==> config.mk <==
export PLATFORM = sky130hd
export DESIGN_NAME = ir_wave_gesture_toggle
export DESIGN_NICKNAME = d
export VERILOG_FILES = /design/src/rtl/iwg_pkg.sv /design/src/rtl/iwg_in_stage.sv /design/src/rtl/iwg_core.sv /design/src/rtl/ir_wave_gesture_toggle.sv
export SDC_FILE = /design/constraint.sdc
export NUM_CORES = 1
export LEC_CHECK = 0
export ABC_AREA = 0
export ABC_CLOCK_PERIOD_IN_PS = 9800
export BUFFER_PORTS_ARGS = -buffer_cell sky130_fd_sc_hd__buf_2
export CAP_MARGIN = 10
export CORE_ASPECT_RATIO = 0.75
export CORE_MARGIN = 2
export CORE_UTILIZATION = 66
export CTS_CLUSTER_DIAMETER = 150
export DETAILED_ROUTE_END_ITERATION = 16
export HOLD_SLACK_MARGIN = 0.1
export MAX_ROUTING_LAYER = met4
export PLACE_DENSITY = 0.83
export RECOVER_POWER = 50
export SYNTH_ARGS = -nofsm -noshare
export SYNTH_HDL_FRONTEND = slang
export SYNTH_SLANG_ARGS = --single-unit
==> constraint.sdc <==
create_clock -name clk -period 9.8 [get_ports clk]
set_input_delay 1.47 -clock clk [delete_from_list [all_inputs] [get_ports clk]]
set_output_delay 1.47 -clock clk [all_outputs]
set_load 0.01 [all_outputs]
==> src/rtl/iwg_pkg.sv <==
// Shared types and constants for the IR wave-gesture lamp switch.
`timescale 1ns / 1ps

package iwg_pkg;

    // Default build values
    localparam int MODE_COUNT_DEF  = 9;
    localparam int LEVEL_COUNT_DEF = 4;
    localparam int OFF_MODE_DEF    = 8;

    // Field widths
    localparam int REQ_W    = 2;
    localparam int VALUE_W  = 8;
    localparam int MODE_W   = 4;
    localparam int LEVEL_W  = 2;
    localparam int EVENT_W  = 2;
    localparam int GAP_W    = 9;
    localparam int CFG_IDX_W = 1;

    // Fixed-point reciprocal used for the modulo reduction of set values
    localparam int RECIP_SHIFT = 16;
    localparam int PROD_W      = VALUE_W + RECIP_SHIFT;

    localparam logic [GAP_W-1:0]   GAP_LIMIT       = 9'd511;
    localparam logic [VALUE_W-1:0] MIN_GAP_RST     = 8'd10;
    localparam logic [VALUE_W-1:0] MAX_GAP_RST     = 8'd80;
    localparam logic [MODE_W-1:0]  MODE_RST        = 4'd0;
    localparam logic [LEVEL_W-1:0] LEVEL_RST       = 2'd3;
    localparam logic [MODE_W-1:0]  SAVED_MODE_RST  = 4'd4;
    localparam logic [LEVEL_W-1:0] SAVED_LEVEL_RST = 2'd2;

    // Request codes
    localparam logic [REQ_W-1:0] REQ_TICK      = 2'd0;
    localparam logic [REQ_W-1:0] REQ_SET_MODE  = 2'd1;
    localparam logic [REQ_W-1:0] REQ_SET_LEVEL = 2'd2;

    // Gesture event codes
    localparam logic [EVENT_W-1:0] EV_NONE      = 2'd0;
    localparam logic [EVENT_W-1:0] EV_OFF       = 2'd1;
    localparam logic [EVENT_W-1:0] EV_ON        = 2'd2;
    localparam logic [EVENT_W-1:0] EV_TOO_SHORT = 2'd3;

    // Configuration register indexes
    localparam logic [CFG_IDX_W-1:0] CFG_MIN_GAP = 1'd0;
    localparam logic [CFG_IDX_W-1:0] CFG_MAX_GAP = 1'd1;

    // Registered request, with the quotient estimates for both reductions
    typedef struct packed {
        logic [REQ_W-1:0]   req;
        logic               one;
        logic               two;
        logic [VALUE_W-1:0] value;
        logic [VALUE_W-1:0] mode_q;
        logic [VALUE_W-1:0] level_q;
    } stage_item_t;

endpackage

==> src/rtl/iwg_in_stage.sv <==
// Input register stage: captures a request and estimates the set-value quotients.
`timescale 1ns / 1ps

module iwg_in_stage #(
    parameter int MODE_COUNT  = iwg_pkg::MODE_COUNT_DEF,
    parameter int LEVEL_COUNT = iwg_pkg::LEVEL_COUNT_DEF
) (
    input  logic                         clk,
    input  logic                         rst_n,
    input  logic                         in_valid,
    output logic                         in_ready,
    input  logic [iwg_pkg::REQ_W-1:0]    req_type,
    input  logic                         ir_one,
    input  logic                         ir_two,
    input  logic [iwg_pkg::VALUE_W-1:0]  set_value,
    output logic                         item_valid,
    input  logic                         item_ready,
    output iwg_pkg::stage_item_t         item
);
    import iwg_pkg::*;

    localparam int MODE_RECIP  = (1 << RECIP_SHIFT) / MODE_COUNT;
    localparam int LEVEL_RECIP = (1 << RECIP_SHIFT) / LEVEL_COUNT;

    logic          valid_reg;
    logic          valid_next;
    stage_item_t   item_reg;
    stage_item_t   item_next;
    logic [PROD_W-1:0] mode_prod;
    logic [PROD_W-1:0] level_prod;
    logic          load;

    // Estimate may be one below the true quotient; fixed up downstream
    assign mode_prod  = PROD_W'(set_value) * PROD_W'(MODE_RECIP);
    assign level_prod = PROD_W'(set_value) * PROD_W'(LEVEL_RECIP);

    assign in_ready = !valid_reg || item_ready;
    assign load     = in_valid && in_ready;

    always_comb
    begin
        valid_next = valid_reg;
        if (load)
        begin
            valid_next = 1'b1;
        end
        else if (item_ready)
        begin
            valid_next = 1'b0;
        end
    end

    always_comb
    begin
        item_next.req     = req_type;
        item_next.one     = ir_one;
        item_next.two     = ir_two;
        item_next.value   = set_value;
        item_next.mode_q  = mode_prod[PROD_W-1:RECIP_SHIFT];
        item_next.level_q = level_prod[PROD_W-1:RECIP_SHIFT];
    end

    always_ff @(posedge clk or negedge rst_n)
    begin
        if (!rst_n)
        begin
            valid_reg <= 1'b0;
        end
        else
        begin
            valid_reg <= valid_next;
        end
    end

    always_ff @(posedge clk)
    begin
        if (load)
        begin
            item_reg <= item_next;
        end
    end

    assign item_valid = valid_reg;
    assign item       = item_reg;

endmodule

==> src/rtl/iwg_core.sv <==
// Gesture tracker, lamp state and result register.
`timescale 1ns / 1ps

module iwg_core #(
    parameter int MODE_COUNT  = iwg_pkg::MODE_COUNT_DEF,
    parameter int LEVEL_COUNT = iwg_pkg::LEVEL_COUNT_DEF,
    parameter int OFF_MODE    = iwg_pkg::OFF_MODE_DEF
) (
    input  logic                          clk,
    input  logic                          rst_n,
    input  logic                          item_valid,
    output logic                          item_ready,
    input  iwg_pkg::stage_item_t          item,
    input  logic                          cfg_valid,
    output logic                          cfg_ready,
    input  logic [iwg_pkg::CFG_IDX_W-1:0] cfg_index,
    input  logic [iwg_pkg::VALUE_W-1:0]   cfg_data,
    output logic                          out_valid,
    input  logic                          out_ready,
    output logic [iwg_pkg::MODE_W-1:0]    lamp_mode,
    output logic [iwg_pkg::LEVEL_W-1:0]   lamp_level,
    output logic [iwg_pkg::EVENT_W-1:0]   gesture_event,
    output logic                          waiting
);
    import iwg_pkg::*;

    typedef enum logic [1:0] {
        PH_IDLE,
        PH_WAIT_TWO,
        PH_WAIT_ONE
    } phase_t;

    localparam logic [MODE_W-1:0]  OFF_CODE = MODE_W'(OFF_MODE);
    localparam logic [VALUE_W-1:0] MODE_DIV  = VALUE_W'(MODE_COUNT);
    localparam logic [VALUE_W-1:0] LEVEL_DIV = VALUE_W'(LEVEL_COUNT);

    phase_t              phase_reg, phase_next;
    logic                prev_one_reg, prev_one_next;
    logic                prev_two_reg, prev_two_next;
    logic                have_prev_reg, have_prev_next;
    logic [GAP_W-1:0]    gap_reg, gap_next;
    logic [MODE_W-1:0]   mode_reg, mode_next;
    logic [LEVEL_W-1:0]  level_reg, level_next;
    logic [MODE_W-1:0]   saved_mode_reg, saved_mode_next;
    logic [LEVEL_W-1:0]  saved_level_reg, saved_level_next;
    logic [EVENT_W-1:0]  event_reg, event_next;
    logic                out_valid_reg, out_valid_next;
    logic [VALUE_W-1:0]  min_gap_reg;
    logic [VALUE_W-1:0]  max_gap_reg;

    logic                take;
    logic                e1, e2, other;
    logic [GAP_W-1:0]    gap_inc;
    logic [VALUE_W-1:0]  mode_rem_est, level_rem_est;
    logic [VALUE_W-1:0]  mode_rem, level_rem;

    assign item_ready = !out_valid_reg || out_ready;
    assign take       = item_valid && item_ready;
    assign cfg_ready  = 1'b1;

    // Remainder from the registered quotient estimate, one correction step
    assign mode_rem_est  = item.value - VALUE_W'(item.mode_q * MODE_DIV);
    assign level_rem_est = item.value - VALUE_W'(item.level_q * LEVEL_DIV);
    assign mode_rem  = (mode_rem_est >= MODE_DIV) ? mode_rem_est - MODE_DIV : mode_rem_est;
    assign level_rem = (level_rem_est >= LEVEL_DIV) ? level_rem_est - LEVEL_DIV
                                                    : level_rem_est;

    assign e1      = have_prev_reg && (item.one != prev_one_reg);
    assign e2      = have_prev_reg && (item.two != prev_two_reg);
    assign gap_inc = (gap_reg < GAP_LIMIT) ? gap_reg + 1'b1 : gap_reg;
    assign other   = (phase_reg == PH_WAIT_TWO) ? e2 : e1;

    always_comb
    begin
        phase_next       = phase_reg;
        prev_one_next    = prev_one_reg;
        prev_two_next    = prev_two_reg;
        have_prev_next   = have_prev_reg;
        gap_next         = gap_reg;
        mode_next        = mode_reg;
        level_next       = level_reg;
        saved_mode_next  = saved_mode_reg;
        saved_level_next = saved_level_reg;
        event_next       = event_reg;
        out_valid_next   = out_valid_reg;

        if (out_ready)
        begin
            out_valid_next = 1'b0;
        end

        if (take)
        begin
            out_valid_next = 1'b1;
            event_next     = EV_NONE;
            case (item.req)
                REQ_TICK:
                begin
                    prev_one_next  = item.one;
                    prev_two_next  = item.two;
                    have_prev_next = 1'b1;
                    case (phase_reg)
                        PH_WAIT_TWO, PH_WAIT_ONE:
                        begin
                            gap_next = gap_inc;
                            if (other)
                            begin
                                if (gap_inc < GAP_W'(min_gap_reg))
                                begin
                                    event_next = EV_TOO_SHORT;
                                end
                                else if (gap_inc <= GAP_W'(max_gap_reg))
                                begin
                                    if (mode_reg == OFF_CODE)
                                    begin
                                        mode_next  = saved_mode_reg;
                                        level_next = saved_level_reg;
                                        event_next = EV_ON;
                                    end
                                    else
                                    begin
                                        saved_mode_next  = mode_reg;
                                        saved_level_next = level_reg;
                                        mode_next        = OFF_CODE;
                                        event_next       = EV_OFF;
                                    end
                                end
                                phase_next = PH_IDLE;
                            end
                            else if (gap_inc > GAP_W'(max_gap_reg))
                            begin
                                phase_next = PH_IDLE;
                            end
                        end
                        default:
                        begin
                            phase_next = PH_IDLE;
                            if (e1)
                            begin
                                phase_next = PH_WAIT_TWO;
                                gap_next   = '0;
                            end
                            else if (e2)
                            begin
                                phase_next = PH_WAIT_ONE;
                                gap_next   = '0;
                            end
                        end
                    endcase
                end
                REQ_SET_MODE:
                begin
                    mode_next = mode_rem[MODE_W-1:0];
                end
                REQ_SET_LEVEL:
                begin
                    level_next = level_rem[LEVEL_W-1:0];
                end
                default:
                begin
                    // unused request: state reported unchanged
                end
            endcase
        end
    end

    always_ff @(posedge clk or negedge rst_n)
    begin
        if (!rst_n)
        begin
            phase_reg       <= PH_IDLE;
            prev_one_reg    <= 1'b0;
            prev_two_reg    <= 1'b0;
            have_prev_reg   <= 1'b0;
            gap_reg         <= '0;
            mode_reg        <= MODE_RST;
            level_reg       <= LEVEL_RST;
            saved_mode_reg  <= SAVED_MODE_RST;
            saved_level_reg <= SAVED_LEVEL_RST;
            event_reg       <= EV_NONE;
            out_valid_reg   <= 1'b0;
            min_gap_reg     <= MIN_GAP_RST;
            max_gap_reg     <= MAX_GAP_RST;
        end
        else
        begin
            phase_reg       <= phase_next;
            prev_one_reg    <= prev_one_next;
            prev_two_reg    <= prev_two_next;
            have_prev_reg   <= have_prev_next;
            gap_reg         <= gap_next;
            mode_reg        <= mode_next;
            level_reg       <= level_next;
            saved_mode_reg  <= saved_mode_next;
            saved_level_reg <= saved_level_next;
            event_reg       <= event_next;
            out_valid_reg   <= out_valid_next;
            if (cfg_valid && (cfg_index == CFG_MIN_GAP))
            begin
                min_gap_reg <= cfg_data;
            end
            if (cfg_valid && (cfg_index == CFG_MAX_GAP))
            begin
                max_gap_reg <= cfg_data;
            end
        end
    end

    // Lamp state only moves when a new result is loaded, so it doubles as the result
    assign out_valid     = out_valid_reg;
    assign lamp_mode     = mode_reg;
    assign lamp_level    = level_reg;
    assign gesture_event = event_reg;
    assign waiting       = (phase_reg == PH_WAIT_TWO) || (phase_reg == PH_WAIT_ONE);

endmodule

==> src/rtl/ir_wave_gesture_toggle.sv <==
// Top level of the IR wave-gesture lamp switch.
`timescale 1ns / 1ps

// Takes one request per clock unless stalled and returns one result per request:
// an input register (which also holds the quotient estimate
// from the reciprocal multiply for set-value reduction) feeds a single update
// step whose output is the result register. Throughput is one transaction per
// cycle while out_ready is high; in_ready follows out_ready combinationally
// when both stages are full. cfg_ready is always high; the user must write gap
// limits only while the block is idle; the block itself does not enforce it.
module ir_wave_gesture_toggle #(
    parameter int MODE_COUNT  = iwg_pkg::MODE_COUNT_DEF,
    parameter int LEVEL_COUNT = iwg_pkg::LEVEL_COUNT_DEF,
    parameter int OFF_MODE    = iwg_pkg::OFF_MODE_DEF
) (
    input  logic                          clk,
    input  logic                          rst_n,
    input  logic                          in_valid,
    output logic                          in_ready,
    input  logic [iwg_pkg::REQ_W-1:0]     req_type,
    input  logic                          ir_one,
    input  logic                          ir_two,
    input  logic [iwg_pkg::VALUE_W-1:0]   set_value,
    output logic                          out_valid,
    input  logic                          out_ready,
    output logic [iwg_pkg::MODE_W-1:0]    lamp_mode,
    output logic [iwg_pkg::LEVEL_W-1:0]   lamp_level,
    output logic [iwg_pkg::EVENT_W-1:0]   gesture_event,
    output logic                          waiting,
    input  logic                          cfg_valid,
    output logic                          cfg_ready,
    input  logic [iwg_pkg::CFG_IDX_W-1:0] cfg_index,
    input  logic [iwg_pkg::VALUE_W-1:0]   cfg_data
);
    import iwg_pkg::*;

    logic        item_valid;
    logic        item_ready;
    stage_item_t item;

    iwg_in_stage #(
        .MODE_COUNT  (MODE_COUNT),
        .LEVEL_COUNT (LEVEL_COUNT)
    ) u_in_stage (
        .clk        (clk),
        .rst_n      (rst_n),
        .in_valid   (in_valid),
        .in_ready   (in_ready),
        .req_type   (req_type),
        .ir_one     (ir_one),
        .ir_two     (ir_two),
        .set_value  (set_value),
        .item_valid (item_valid),
        .item_ready (item_ready),
        .item       (item)
    );

    iwg_core #(
        .MODE_COUNT  (MODE_COUNT),
        .LEVEL_COUNT (LEVEL_COUNT),
        .OFF_MODE    (OFF_MODE)
    ) u_core (
        .clk           (clk),
        .rst_n         (rst_n),
        .item_valid    (item_valid),
        .item_ready    (item_ready),
        .item          (item),
        .cfg_valid     (cfg_valid),
        .cfg_ready     (cfg_ready),
        .cfg_index     (cfg_index),
        .cfg_data      (cfg_data),
        .out_valid     (out_valid),
        .out_ready     (out_ready),
        .lamp_mode     (lamp_mode),
        .lamp_level    (lamp_level),
        .gesture_event (gesture_event),
        .waiting       (waiting)
    );

endmodule

Yosys cells after proc, flatten, opt, wreduce, memory -nomap -nowiden
Index checks and enable logic that the tools add are counted.

Register bits: 69. Input port bits: 26. Output and inout bits: 12. Word-level logic and storage cells: 107.

$add $sub $neg: 5. Multiply operators: 2. Magnitude comparators: 6. Equality and inequality tests: 12. Multiplexer cells: 34. Bitwise gates (word level): 3. Reductions and logical operators: 25.

Operator list (count): $mux W9 (4); $mux W2 (17); $mux W4 (6); $mul A8 B13 Y21 const B (1); $reduce_and A6 Y1 (3); $sub A8 B8 Y8 (2); $add A9 B1 Y9 const B (1); $gt A9 B8 Y1 (1); $le A9 B8 Y1 (1); $lt A9 B8 Y1 (1); $lt A9 B9 Y1 const B (1); $ge A8 B3 Y1 const B (1); $ge A8 B4 Y1 const B (1); $mul A5 B4 Y8 const B (1); $pmux W4 S2 (1); $reduce_bool A2 Y1 (4); $reduce_and A7 Y1 (1); $logic_and A1 B1 Y1 (6); $ne A2 B1 Y1 const B (3); $reduce_and A3 Y1 (2); $mux W1 (5); $eq A2 B1 Y1 const B (2); $eq A2 B2 Y1 const B (2); $eq A4 B4 Y1 const B (1); other kinds (13) (19).

Longest topological paths before layout
Gate-level depths: netlist (run 1).

Depth in word-level cells: 8. Gate-level depth with buffers: 16. Gate-level depth less buffers: 16.

Cells and area by module
Synthesis (run 1) repeated with hierarchy kept, for this count alone.

Cells, all modules: 524. Area total of the unflattened synthesis: 5341.4 µm².

Modules (own cells, without submodules): iwg_core (instances 1, cells each 346, area an instance 3368.2 µm², seq. area each 1136.1 µm²); iwg_in_stage (instances 1, cells each 178, area an instance 1973.1 µm², seq. area each 535.5 µm²).

Worst setup path after synthesis (run 1)
No wires, ideal clock.

Path kind: input to register. Start point: input set_value[5] (netlist bit). End point: register u_in_stage.item_reg (netlist bit u_in_stage.item[12]) (data pin). Library setup time: 0.259 ns. Data arrival time: 4.979 ns. Data required time: 9.541 ns. Setup slack: 4.562 ns. Stages on the path: 13. Path buffers: 0. Cell sequence: fa_1 fa_1 inv_1 fa_1 fa_1 inv_1 ha_1 a21o_1 a21oi_1 o21ai_0 o41ai_1 nor2_1 a211o_1.

RTL lines: start: declaration (line ir_wave_gesture_toggle.sv:23) `input logic [iwg_pkg::VALUE_W-1:0] set_value,`; end signal: assignment (line iwg_in_stage.sv:79) `item_reg <= item_next;`; end: declaration (line iwg_in_stage.sv:27) `stage_item_t item_reg;`.

==> results of run 1 <==
## worst reg2reg max path: stages, from the launching register on
cell       delay, ps
dfrtp_1          460
nand4_1          170
or2_1            320
o21ai_1          300
nor2_1           170
xor2_1           270
ha_1             310
a2111oi_0        450
o21ai_1          130
a21oi_1          150
o31a_2           250
and4_1           400
mux2_1           360
## layer usage
layer / routed length (um) / global-route usage [%] / vias to the layer above
met2: 4650 / 42.9 / 93
li1: - / - / 1796
met4: 84 / 8.40 / 0
met5: 0 / - / -
met3: 420 / 5.55 / 6
met1: 4650 / 35.1 / 1772
## logic make-up after synthesis
group,after synthesis
AOI/OAI and AO/OA,94
xor gates and xnor gates,20
adders and majority gates,94
buffers and inverters,86
DFF,63
muxes,20
other,1
and+or+nand+nor,116
## synthesized netlist by cell type (7+ instances only)
library cell  count
fa_1             21
a21oi_1          12
ha_1             73
nand2_1          33
nor2_1           26
o21ai_1          11
xor2_1            7
inv_1            77
nand3_1           8
edfxtp_1         17
mux2_2           11
o21ai_0          18
nand2b_1          9
xnor2_1          13
dfstp_2           8
dfrtp_1          38
nand4_1           7
## power breakdown
| part | internal, mW | switching (mW) |
|---|---|---|
| clock network | 0.132 | 0.101 |
| registers | 0.328 | 0.0380 |
| logic | 0.302 | 0.389 |
## area by class of cell
type                            count  area, um2
Clock buffer                       12        155
Multi-Input combinational cell    345       3010
Clock inverter                      4       52.6
Sequential cell                    63       1670
Tap cell                          101        126
Timing Repair Buffer               36        169
Fill cell                         537       1890
Inverter                           78        293
## stage by stage
step,std cells,instance area [um2]
after CTS,639,5490
after global placement,623,5280
after detailed placement,623,5280
final,639,5480
after floorplan,494,5020
after global routing,639,5480
## worst paths after layout
check | end | slack, ps
hold reg to reg | u_core.saved_mode_reg[2]$_DFFE_PN1P_ | 480
setup / recovery | u_in_stage.item[12]$_DFFE_PP_ | 4370
setup reg to reg | u_core.saved_mode_reg[0]$_DFFE_PN0P_ | 5930
min in group asynchronous | u_core.lamp_mode[1]$_DFFE_PN0P_ | 1880
max in group asynchronous | u_core.min_gap_reg[5]$_DFFE_PN0P_ | 6530
hold / removal | u_core.saved_mode_reg[2]$_DFFE_PN1P_ | 480
==> results.json, run 1 <==
{
  "pin_count": 38,
  "cp_common_cell": "inv_1",
  "worstPathCellList": "clkbuf_1 > inv_1 > ha_1 > inv_1 > fa_1 > inv_1 > fa_1 > fa_1 > inv_1 > ha_1 > a21o_1 > a21oi_1 > o21ai_0 > o41ai_1 > nor2_1 > a211o_1",
  "worst_r2r_path_depth": 12,
  "cts_hold_repair.buffers": 0,
  "violations_in_the_final_reports": "max-capacitance violations, max-slew violations",
  "clk_latency_ps": 350,
  "sum_of_buffers_and_inverters_on_the_critical_path": 5,
  "netlist_instances": 494,
  "finalSetupViolations": 0,
  "design.die.area_mm2": 0.00832,
  "initialDrtViolationCount": 147,
  "post-cts-setup-buffers": 0,
  "critical_path_peak_fanout": 7,
  "number_of_flops_mapped_to_enable_cells_by_yosys": 17,
  "basic_gate_share_of_the_synthesized_area_counting_and_or_nand_and_nor_cells_pct": 12.1,
  "finalHoldWorstSlack_ps": 480,
  "wl_per_cell_um": 15.3,
  "mostFrequentLayoutCells": "inv_1 (77), ha_1 (73), dfrtp_1 (38), nand2_1 (33), buf_2 (27)",
  "hold_class": "flip-flop to flip-flop",
  "ys_ff_latch": 63,
  "grt_antenna_before_repair": 0,
  "core.rowCount": 27,
  "start_util_pct": 68.1,
  "port_buffers": 36,
  "hold_start": "u_core.saved_mode_reg[2]$_DFFE_PN1P_",
  "grt_first_pass_wirelength_mm": 17.0,
  "num_vias": 3667,
  "layout.core_utilization_pct": 74.4,
  "rsz0062_at_grt": "false",
  "grt_pass1_vias": 3665,
  "final_common_cell": "inv_1",
  "synth_top_cell_by_area": "dfrtp_1",
  "drive_above_1_share_pct": 14.1,
  "timing.critical_path.slowest_stage_cell": "o41ai_1",
  "core_area_mm2": 0.00736,
  "ctsLongestPathBuffers": 2,
  "fraction_of_synthesized_area_in_multiplexers_pct": 4.42,
  "max_cap_viol_count": 1,
  "max_stage_delay_ps": 640,
  "netlist_top_cells_area": "dfrtp_1 (19%), ha_1 (18%), edfxtp_1 (10%)",
  "synth.yosys.seq_area_share_pct": 33.3,
  "place.detailed.hpwl_mm": 7.84,
  "cts_max_level": 3,
  "largest_register_ffs": 17,
  "worst_setup_path_start_kind": "input pin",
  "remaining_antenna_violation_count": 0,
  "dpl_worst_slack_ps": 4110,
  "critical_path.top_delay_family": "adder cells",
  "cp_num_cells": 16,
  "ys.flop_type": "dfrtp_1",
  "cts.reportedPaths.clkPinSlew_ps": 70,
  "path_class": "input pin to flip-flop",
  "critPathRequiredTime_ps": 9900,
  "fin_nets": 653,
  "synth_compound_gate_area_share_pct": 13.3,
  "number_of_vias_per_cell": 5.74,
  "ys_warn_count": 0,
  "synth_xor_area_share_pct": 3.49,
  "synthArstFlopShare_pct": 73.0,
  "power.total_mw": 1.29,
  "regToRegStartpoint": "u_core.gap_reg[2]$_DFFE_PN0P_",
  "max_slew.worst_pin.slew_ps": 2460,
  "grt_max_degree": 47,
  "slew_headroom_pct": -63.9,
  "p_leak_nw": 2.68,
  "post_cts.resized_instances": 0,
  "synth_nets": 614,
  "floorplan.die.width_um": 105,
  "fmaxAchievable_mhz": 184,
  "period_minus_slack_ps": 5430,
  "timing.final.crit_share_pct": 55.4,
  "result_of_the_run": "finished with violations",
  "gr-usage-all-layers_pct": 26.9,
  "wirelength_mm": 9.81,
  "globalplace.congestion": 0.930,
  "hold_violations_final": 0,
  "dr.pass1.iters": 5,
  "cts.sink_count": 63,
  "arrival_ps": 5530,
  "synth_largest_type_area_fraction_pct": 19.0,
  "die_h_um": 79.5,
  "maxSlewViolCount": 47,
  "yosys.area_share.adder_pct": 26.6,
  "main_combinational_cell_family_by_area_after_synthesis": "adder cells",
  "number_of_buffers_added_by_the_clock_tree_synthesis_step": 9,
  "antenna_cells": 0,
  "grt-ovfl-total": 0,
  "cts_root_buffer": "clkbuf_8",
  "remaining_drc_errors": 0,
  "min_delay_path_depth": 2,
  "cp-startpoint": "set_value[6]",
  "synth_area_per_cell_um2": 10.2,
  "cts_tree": "yes",
  "mappedNetlistArea_mm2": 0.00502,
  "postLayoutSetupSlackWorst_ps": 4370,
  "yosysUniqueCellTypes": 70,
  "clock_skew_ps": 10.9,
  "power_per_cell_area_mw_per_mm2": 236,
  "finalSetupTns_ps": 0,
  "irDropWorstVdd_mv": 0.154,
  "area_delta_synth_final_pct": 9.23,
  "setup.worst_path.end_class": "flip-flop"
}
Power figures use the tool's default switching activity.
==> run 2: changes to the inputs <==
--- a/config.mk
+++ b/config.mk
@@ -6,17 +6,17 @@
 export NUM_CORES = 1
 export LEC_CHECK = 0
 export ABC_AREA = 0
-export ABC_CLOCK_PERIOD_IN_PS = 9800
+export ABC_CLOCK_PERIOD_IN_PS = 5100
 export BUFFER_PORTS_ARGS = -buffer_cell sky130_fd_sc_hd__buf_2
 export CAP_MARGIN = 10
 export CORE_ASPECT_RATIO = 0.75
 export CORE_MARGIN = 2
-export CORE_UTILIZATION = 66
+export CORE_UTILIZATION = 61
 export CTS_CLUSTER_DIAMETER = 150
 export DETAILED_ROUTE_END_ITERATION = 16
 export HOLD_SLACK_MARGIN = 0.1
 export MAX_ROUTING_LAYER = met4
-export PLACE_DENSITY = 0.83
+export PLACE_DENSITY = 0.78
 export RECOVER_POWER = 50
 export SYNTH_ARGS = -nofsm -noshare
 export SYNTH_HDL_FRONTEND = slang
==> constraint.sdc (replaced) <==
create_clock -name clk -period 5.1 [get_ports clk]
set_input_delay 0.765 -clock clk [delete_from_list [all_inputs] [get_ports clk]]
set_output_delay 0.765 -clock clk [all_outputs]
set_load 0.01 [all_outputs]
==> run 2 against run 1 <==
  * The run still ends with max-capacitance violations, max-slew violations left
  * Sequential power grew 92%
  * First-iteration DRC count is 67% higher
  * Clock power rose by 84%
  * Wire length is 5.5% higher
==> results.json, run 2 (synthesized netlist as in run 1, its figures left out) <==
{
  "result_of_the_run": "finished with violations",
  "violations_in_the_final_reports": "max-capacitance violations, max-slew violations",
  "worst_setup_path_start_kind": "input pin",
  "power_switching_mw": 1.04,
  "post-cts-setup-buffers": 0,
  "place.detailed.hpwl_mm": 8.14,
  "power.internal_mw": 1.43,
  "path_class": "input pin to flip-flop",
  "nFillCells": 609,
  "start_util_pct": 63.4,
  "core_area_mm2": 0.00792,
  "worstPathCellList": "clkbuf_1 > inv_1 > ha_1 > inv_1 > fa_1 > inv_1 > fa_1 > fa_1 > inv_1 > ha_1 > nand3_1 > nor2_1 > o21ai_0 > o21ai_1 > o41ai_1 > buf_4 > nor2_1 > a211o_1",
  "globalplace.congestion": 0.904,
  "remaining_antenna_violation_count": 0,
  "cp_common_cell": "inv_1",
  "post_cts.resized_instances": 0,
  "critical_path_peak_fanout": 7,
  "remaining_drc_errors": 0,
  "ctsLongestPathBuffers": 2,
  "cts_tree": "yes",
  "drive_above_1_share_pct": 14.1,
  "cts.reportedPaths.clkPinSlew_ps": 70,
  "switching_share_of_power_pct": 42.1,
  "dpl_worst_slack_ps": 261,
  "power_per_cell_area_mw_per_mm2": 451,
  "dr.pass1.iters": 5,
  "cts_root_buffer": "clkbuf_8",
  "clk_latency_ps": 360,
  "num_vias": 3748,
  "number_of_vias_per_cell": 5.82,
  "antenna_cells": 0,
  "largest_register_ffs": 17,
  "max_cap_viol_count": 1,
  "number_of_buffers_added_by_the_clock_tree_synthesis_step": 9,
  "hold_class": "flip-flop to flip-flop",
  "period_minus_slack_ps": 4610,
  "fmaxAchievable_mhz": 217,
  "grt_max_degree": 47,
  "irDropWorstVdd_mv": 0.252,
  "p_leak_nw": 2.68,
  "gr-usage-all-layers_pct": 26.2,
  "clock_skew_ps": 18.8,
  "slew_headroom_pct": -64.1,
  "grt_first_pass_wirelength_mm": 17.4,
  "multi_input_gate_area_mm2": 0.00301,
  "cts_hold_repair.buffers": 0,
  "hold_violations_final": 0,
  "critical_path.top_delay_family": "adder cells",
  "mostFrequentLayoutCells": "inv_1 (77), ha_1 (73), dfrtp_1 (38), nand2_1 (33)",
  "finalSetupViolations": 0,
  "area.sequential_mm2": 0.00167,
  "wl_per_cell_um": 16.1,
  "core.rowCount": 28,
  "max_slew.worst_pin.slew_ps": 2460,
  "die_h_um": 82.5,
  "timing.critical_path.slowest_stage_cell": "fa_1",
  "area_delta_synth_final_pct": 9.18,
  "pin_count": 38,
  "maxSlewViolCount": 47,
  "rsz0062_at_grt": "false",
  "max_stage_delay_ps": 510,
  "portion_of_total_power_attributed_to_combinational_logic_pct": 54.2,
  "cts.sink_count": 63,
  "port_buffers": 36,
  "seq_power_share_pct": 28.5,
  "postLayoutSetupSlackWorst_ps": 486,
  "design.die.area_mm2": 0.00897,
  "sum_of_buffers_and_inverters_on_the_critical_path": 6,
  "fin_nets": 654,
  "timing.final.crit_share_pct": 90.5,
  "grt-ovfl-total": 0,
  "grt_pass1_vias": 3628,
  "initialDrtViolationCount": 245,
  "critPathRequiredTime_ps": 5200,
  "floorplan.die.width_um": 109,
  "final_common_cell": "inv_1",
  "cts_max_level": 3,
  "grt_antenna_before_repair": 0,
  "finalSetupTns_ps": 0,
  "share_of_total_power_in_the_clock_network_pct": 17.4,
  "wirelength_mm": 10.3,
  "arrival_ps": 4720,
  "setup.worst_path.end_class": "flip-flop"
}
## run 2: changes by cell type in the layout (fill, tap and decap cells not counted)
cell	previous run	this run
inv_4	1	0
clkinv_2	0	2
clkinv_4	1	0
bufinv_16	1	0
inv_6	0	4
mux2_2	11	10
clkbuf_16	0	1
clkbuf_8	11	9
clkinvlp_4	1	0
mux2_1	6	7
buf_2	27	26
buf_4	0	1
## run 2: power by group through the flow
| stage | Clock [mW] | Sequential (mW) | Combinational (mW) |
|---|---|---|---|
| after floorplan | 0 | 0.701 | 1.02 |
| after global placement | 0 | 0.706 | 1.26 |
| after detailed placement | 0 | 0.711 | 1.32 |
| after CTS | 0.431 | 0.702 | 1.34 |
| after global routing | 0.455 | 0.715 | 1.51 |
| final | 0.429 | 0.703 | 1.34 |
## run 2: per-layer routing
| metal | vias up | track usage [%] | wire length, um |
|---|---|---|---|
| li1 | 1805 | - | - |
| met2 | 109 | 41.9 | 4770 |
| met5 | - | - | 0 |
| met3 | 12 | 4.40 | 545 |
| met4 | 0 | 6.92 | 125 |
| met1 | 1822 | 35.1 | 4910 |
## run 2: area by class of cell
cell class | instances | share of cell area (%)
clock buffers | 10 | 2.72
clock inverters | 6 | 0.822
inverters | 78 | 5.35
multi-input cells | 345 | 55.0
flip-flops and latches | 63 | 30.5
well taps | 105 | 2.40
repair buffers | 37 | 3.20
## run 2: metrics by stage
stage          hold WS (ps)  util (%)  cell area, um2  std cells  total power, mW
2_1_floorplan           448         -            5020        494             1.72
3_5_place_dp            471      66.9            5300        628             2.03
5_1_grt                 497      69.2            5480        644             2.68
6_report                483      69.2            5480        644             2.47
3_3_place_gp            459      66.9            5300        628             1.97
4_1_cts                 486      69.3            5490        644             2.47
## run 2: worst paths after layout
kind / from / to / slack, ps / depth (start not counted)
max: set_value[6] / u_in_stage.item[12]$_DFFE_PP_ / 490 / 18
min: u_core.saved_mode_reg[3]$_DFFE_PN0P_ / u_core.saved_mode_reg[3]$_DFFE_PN0P_ / 480 / 1
min in group asynchronous: rst_n / u_core.min_gap_reg[7]$_DFFE_PN0P_ / 1160 / 1
max in group asynchronous: rst_n / u_core.min_gap_reg[0]$_DFFE_PN0P_ / 2540 / 1
min reg2reg: u_core.saved_mode_reg[3]$_DFFE_PN0P_ / u_core.saved_mode_reg[3]$_DFFE_PN0P_ / 480 / 1
max reg2reg: u_core.gap_reg[2]$_DFFE_PN0P_ / u_core.saved_level_reg[0]$_DFFE_PN0P_ / 1080 / 12
==> run 3: changes to the inputs <==
--- a/config.mk
+++ b/config.mk
@@ -5,18 +5,18 @@
 export SDC_FILE = /design/constraint.sdc
 export NUM_CORES = 1
 export LEC_CHECK = 0
-export ABC_AREA = 0
+export ABC_AREA = 1
 export ABC_CLOCK_PERIOD_IN_PS = 5100
 export BUFFER_PORTS_ARGS = -buffer_cell sky130_fd_sc_hd__buf_2
 export CAP_MARGIN = 10
 export CORE_ASPECT_RATIO = 0.75
 export CORE_MARGIN = 2
-export CORE_UTILIZATION = 61
+export CORE_UTILIZATION = 62
 export CTS_CLUSTER_DIAMETER = 150
 export DETAILED_ROUTE_END_ITERATION = 16
 export HOLD_SLACK_MARGIN = 0.1
 export MAX_ROUTING_LAYER = met4
-export PLACE_DENSITY = 0.78
+export PLACE_DENSITY = 0.79
 export RECOVER_POWER = 50
 export SYNTH_ARGS = -nofsm -noshare
 export SYNTH_HDL_FRONTEND = slang
==> run 3 against run 2 <==
  * Highest routed layer unchanged
  * Maximum frequency grew 12%
  * Largest cell class unchanged
  * Via count increased by 18%
  * Register-to-register slack improved by 640 ps
  * Synthesized cell count up 34%
  * The run still ends with max-capacitance violations, max-slew violations left
  * Sequential cell count did not move
==> results.json, run 3 <==
{
  "final_common_cell": "nand2_1",
  "number_of_flops_mapped_to_enable_cells_by_yosys": 17,
  "reg_to_reg_endpoint": "u_core.lamp_mode[3]$_DFFE_PN0P_",
  "netlist_instances": 664,
  "start_util_pct": 63.6,
  "grt_antenna_before_repair": 0,
  "remaining_antenna_violation_count": 0,
  "synthMostInstantiatedCell": "nand2_1",
  "cts_max_level": 3,
  "setup.worst_path.end_class": "flip-flop",
  "dr.pass1.iters": 5,
  "ctsLongestPathBuffers": 2,
  "antenna_cells": 0,
  "irDropWorstVdd_mv": 0.457,
  "largest_register_ffs": 17,
  "cts_root_buffer": "clkbuf_16",
  "place.detailed.hpwl_mm": 8.85,
  "nFillCells": 657,
  "post-cts-setup-buffers": 0,
  "grt_pass1_vias": 4368,
  "ys_ff_latch": 63,
  "slew_headroom_pct": -59.9,
  "worst_r2r_path_depth": 19,
  "grt_max_degree": 47,
  "cts_hold_repair.buffers": 0,
  "violations_in_the_final_reports": "max-capacitance violations, max-slew violations",
  "cts.reportedPaths.clkPinSlew_ps": 60,
  "synthArstFlopShare_pct": 73.0,
  "mostFrequentLayoutCells": "nand2_1 (171), inv_1 (136), ha_1 (73), dfrtp_1 (38), nand3_1 (36)",
  "ys_warn_count": 0,
  "clock_skew_ps": 5.72,
  "maxSlewViolCount": 47,
  "area_delta_synth_final_pct": 11.6,
  "regToRegStartpoint": "u_in_stage.item[18]$_DFFE_PP_",
  "clk_latency_ps": 330,
  "max_slew.worst_pin.slew_ps": 2400,
  "remaining_drc_errors": 0,
  "synth_largest_type_area_fraction_pct": 17.7,
  "wl_per_cell_um": 13.9,
  "worst_setup_path_start_kind": "input pin",
  "timing.final.crit_share_pct": 80.5,
  "grt_first_pass_wirelength_mm": 19.5,
  "core_area_mm2": 0.00845,
  "final_design_area_no_fill_mm2": 0.00600,
  "cp-startpoint": "set_value[5]",
  "design.die.area_mm2": 0.00944,
  "power_per_cell_area_mw_per_mm2": 558,
  "cts_tree": "yes",
  "post_cts.resized_instances": 0,
  "synth_nets": 784,
  "critPathRequiredTime_ps": 5170,
  "p_leak_nw": 3.25,
  "cts.sink_count": 63,
  "die_h_um": 84.6,
  "critPathCapture": "u_in_stage.item[9]$_DFFE_PP_",
  "mappedNetlistArea_mm2": 0.00538,
  "fin_nets": 828,
  "pin_count": 38,
  "path_class": "input pin to flip-flop",
  "finalSetupViolations": 0,
  "hold_class": "flip-flop to flip-flop",
  "max_cap_viol_count": 1,
  "finalSetupTns_ps": 0,
  "yosysUniqueCellTypes": 40,
  "critical_path_peak_fanout": 6,
  "hold_violations_final": 0,
  "period_minus_slack_ps": 4100,
  "synth.yosys.seq_area_share_pct": 31.1,
  "ys.flop_type": "dfrtp_1",
  "rsz0062_at_grt": "false",
  "port_buffers": 36,
  "grt-ovfl-total": 0,
  "drive_above_1_share_pct": 11.1,
  "gr-usage-all-layers_pct": 26.4,
  "setup.reg_to_reg.worst_slack_ps": 1720,
  "floorplan.die.width_um": 112,
  "dpl-instance-area_mm2": 0.00568,
  "netlist_top_cells_area": "dfrtp_1 (18%), ha_1 (17%), nand2_1 (12%)",
  "globalplace.congestion": 0.951,
  "wirelength_mm": 11.4,
  "num_vias": 4421,
  "result_of_the_run": "finished with violations",
  "hold_start": "u_core.saved_mode_reg[2]$_DFFE_PN1P_",
  "arrival_ps": 4180,
  "number_of_vias_per_cell": 5.38,
  "initialDrtViolationCount": 264,
  "core.rowCount": 29,
  "synth.top_cells.by_count": "nand2_1 (171), inv_1 (135), ha_1 (73)",
  "number_of_buffers_added_by_the_clock_tree_synthesis_step": 9,
  "synth_top_cell_by_area": "dfrtp_1",
  "synth_area_per_cell_um2": 8.10,
  "fmaxAchievable_mhz": 244
}
[run 3: worst min path at each step]
stage / slack [ps] / cells after the start / endpoint
3_5_place_dp: 470 / 2 / u_core.saved_mode_reg[2]$_DFFE_PN1P_
2_1_floorplan: 440 / 2 / u_core.phase_reg[1]$_DFFE_PN0P_
6_report: 480 / 2 / u_core.saved_mode_reg[2]$_DFFE_PN1P_
3_3_place_gp: 450 / 2 / u_core.saved_mode_reg[2]$_DFFE_PN1P_
4_1_cts: 470 / 2 / u_core.saved_mode_reg[2]$_DFFE_PN1P_
5_1_grt: 490 / 2 / u_core.lamp_level[1]$_DFFE_PN1P_
[run 3: cell families (layout without fill, tap and decap cells)]
group                      after synthesis  in the layout  share of synthesized area [%]
and+or+nand+nor                        274            274                           23.5
buffers and inverters                  141            190                           9.92
adders and majority gates               94             94                           24.8
AOI/OAI and AO/OA                       72             72                           7.43
DFF                                     63             63                           31.1
xor gates and xnor gates                17             17                           2.77
muxes                                    2              2                          0.372
other                                    1              1                         0.0698
[run 3: critical path, stage by stage]
cell	delay, ps
clkbuf_1	200
fa_1	510
fa_1	490
inv_1	60
fa_1	480
fa_1	520
inv_1	50
ha_1	320
a21oi_1	150
o21ai_0	100
a211oi_1	210
o21ai_0	160
xor2_1	170
[run 3: power by group]
| group | internal, mW | switching [mW] |
|---|---|---|
| Sequential | 0.665 | 0.0981 |
| Clock | 0.484 | 0.239 |
| Combinational | 0.693 | 1.17 |
| Total | 1.84 | 1.51 |
[run 3: final cells by class]
cell class / count / area [um2] / share of cell area, %
Tap cell: 108 / 135 / 2.25
Clock buffer: 9 / 225 / 3.75
Multi-Input combinational cell: 460 / 3160 / 52.6
Sequential cell: 63 / 1670 / 27.9
Clock inverter: 7 / 125 / 2.09
Inverter: 138 / 518 / 8.63
Timing Repair Buffer: 36 / 169 / 2.82
[run 3: routing by layer]
layer	global-route usage, %	routed length, um	up-vias
met4	9.09	240	0
met2	43.6	5420	123
met5	-	0	-
li1	-	-	2206
met1	33.1	5140	2070
met3	4.98	584	22
[run 3: stage by stage]
step	std cells	util, %	total power [mW]	hold slack (ps)	setup WS, ps
floorplan	664	-	2.19	442	1110
global route	821	71.0	3.67	494	754
global placement	805	67.1	2.51	451	832
finish	821	71.0	3.35	477	995
detailed placement	805	67.1	2.59	467	742
CTS	821	71.3	3.35	473	1060
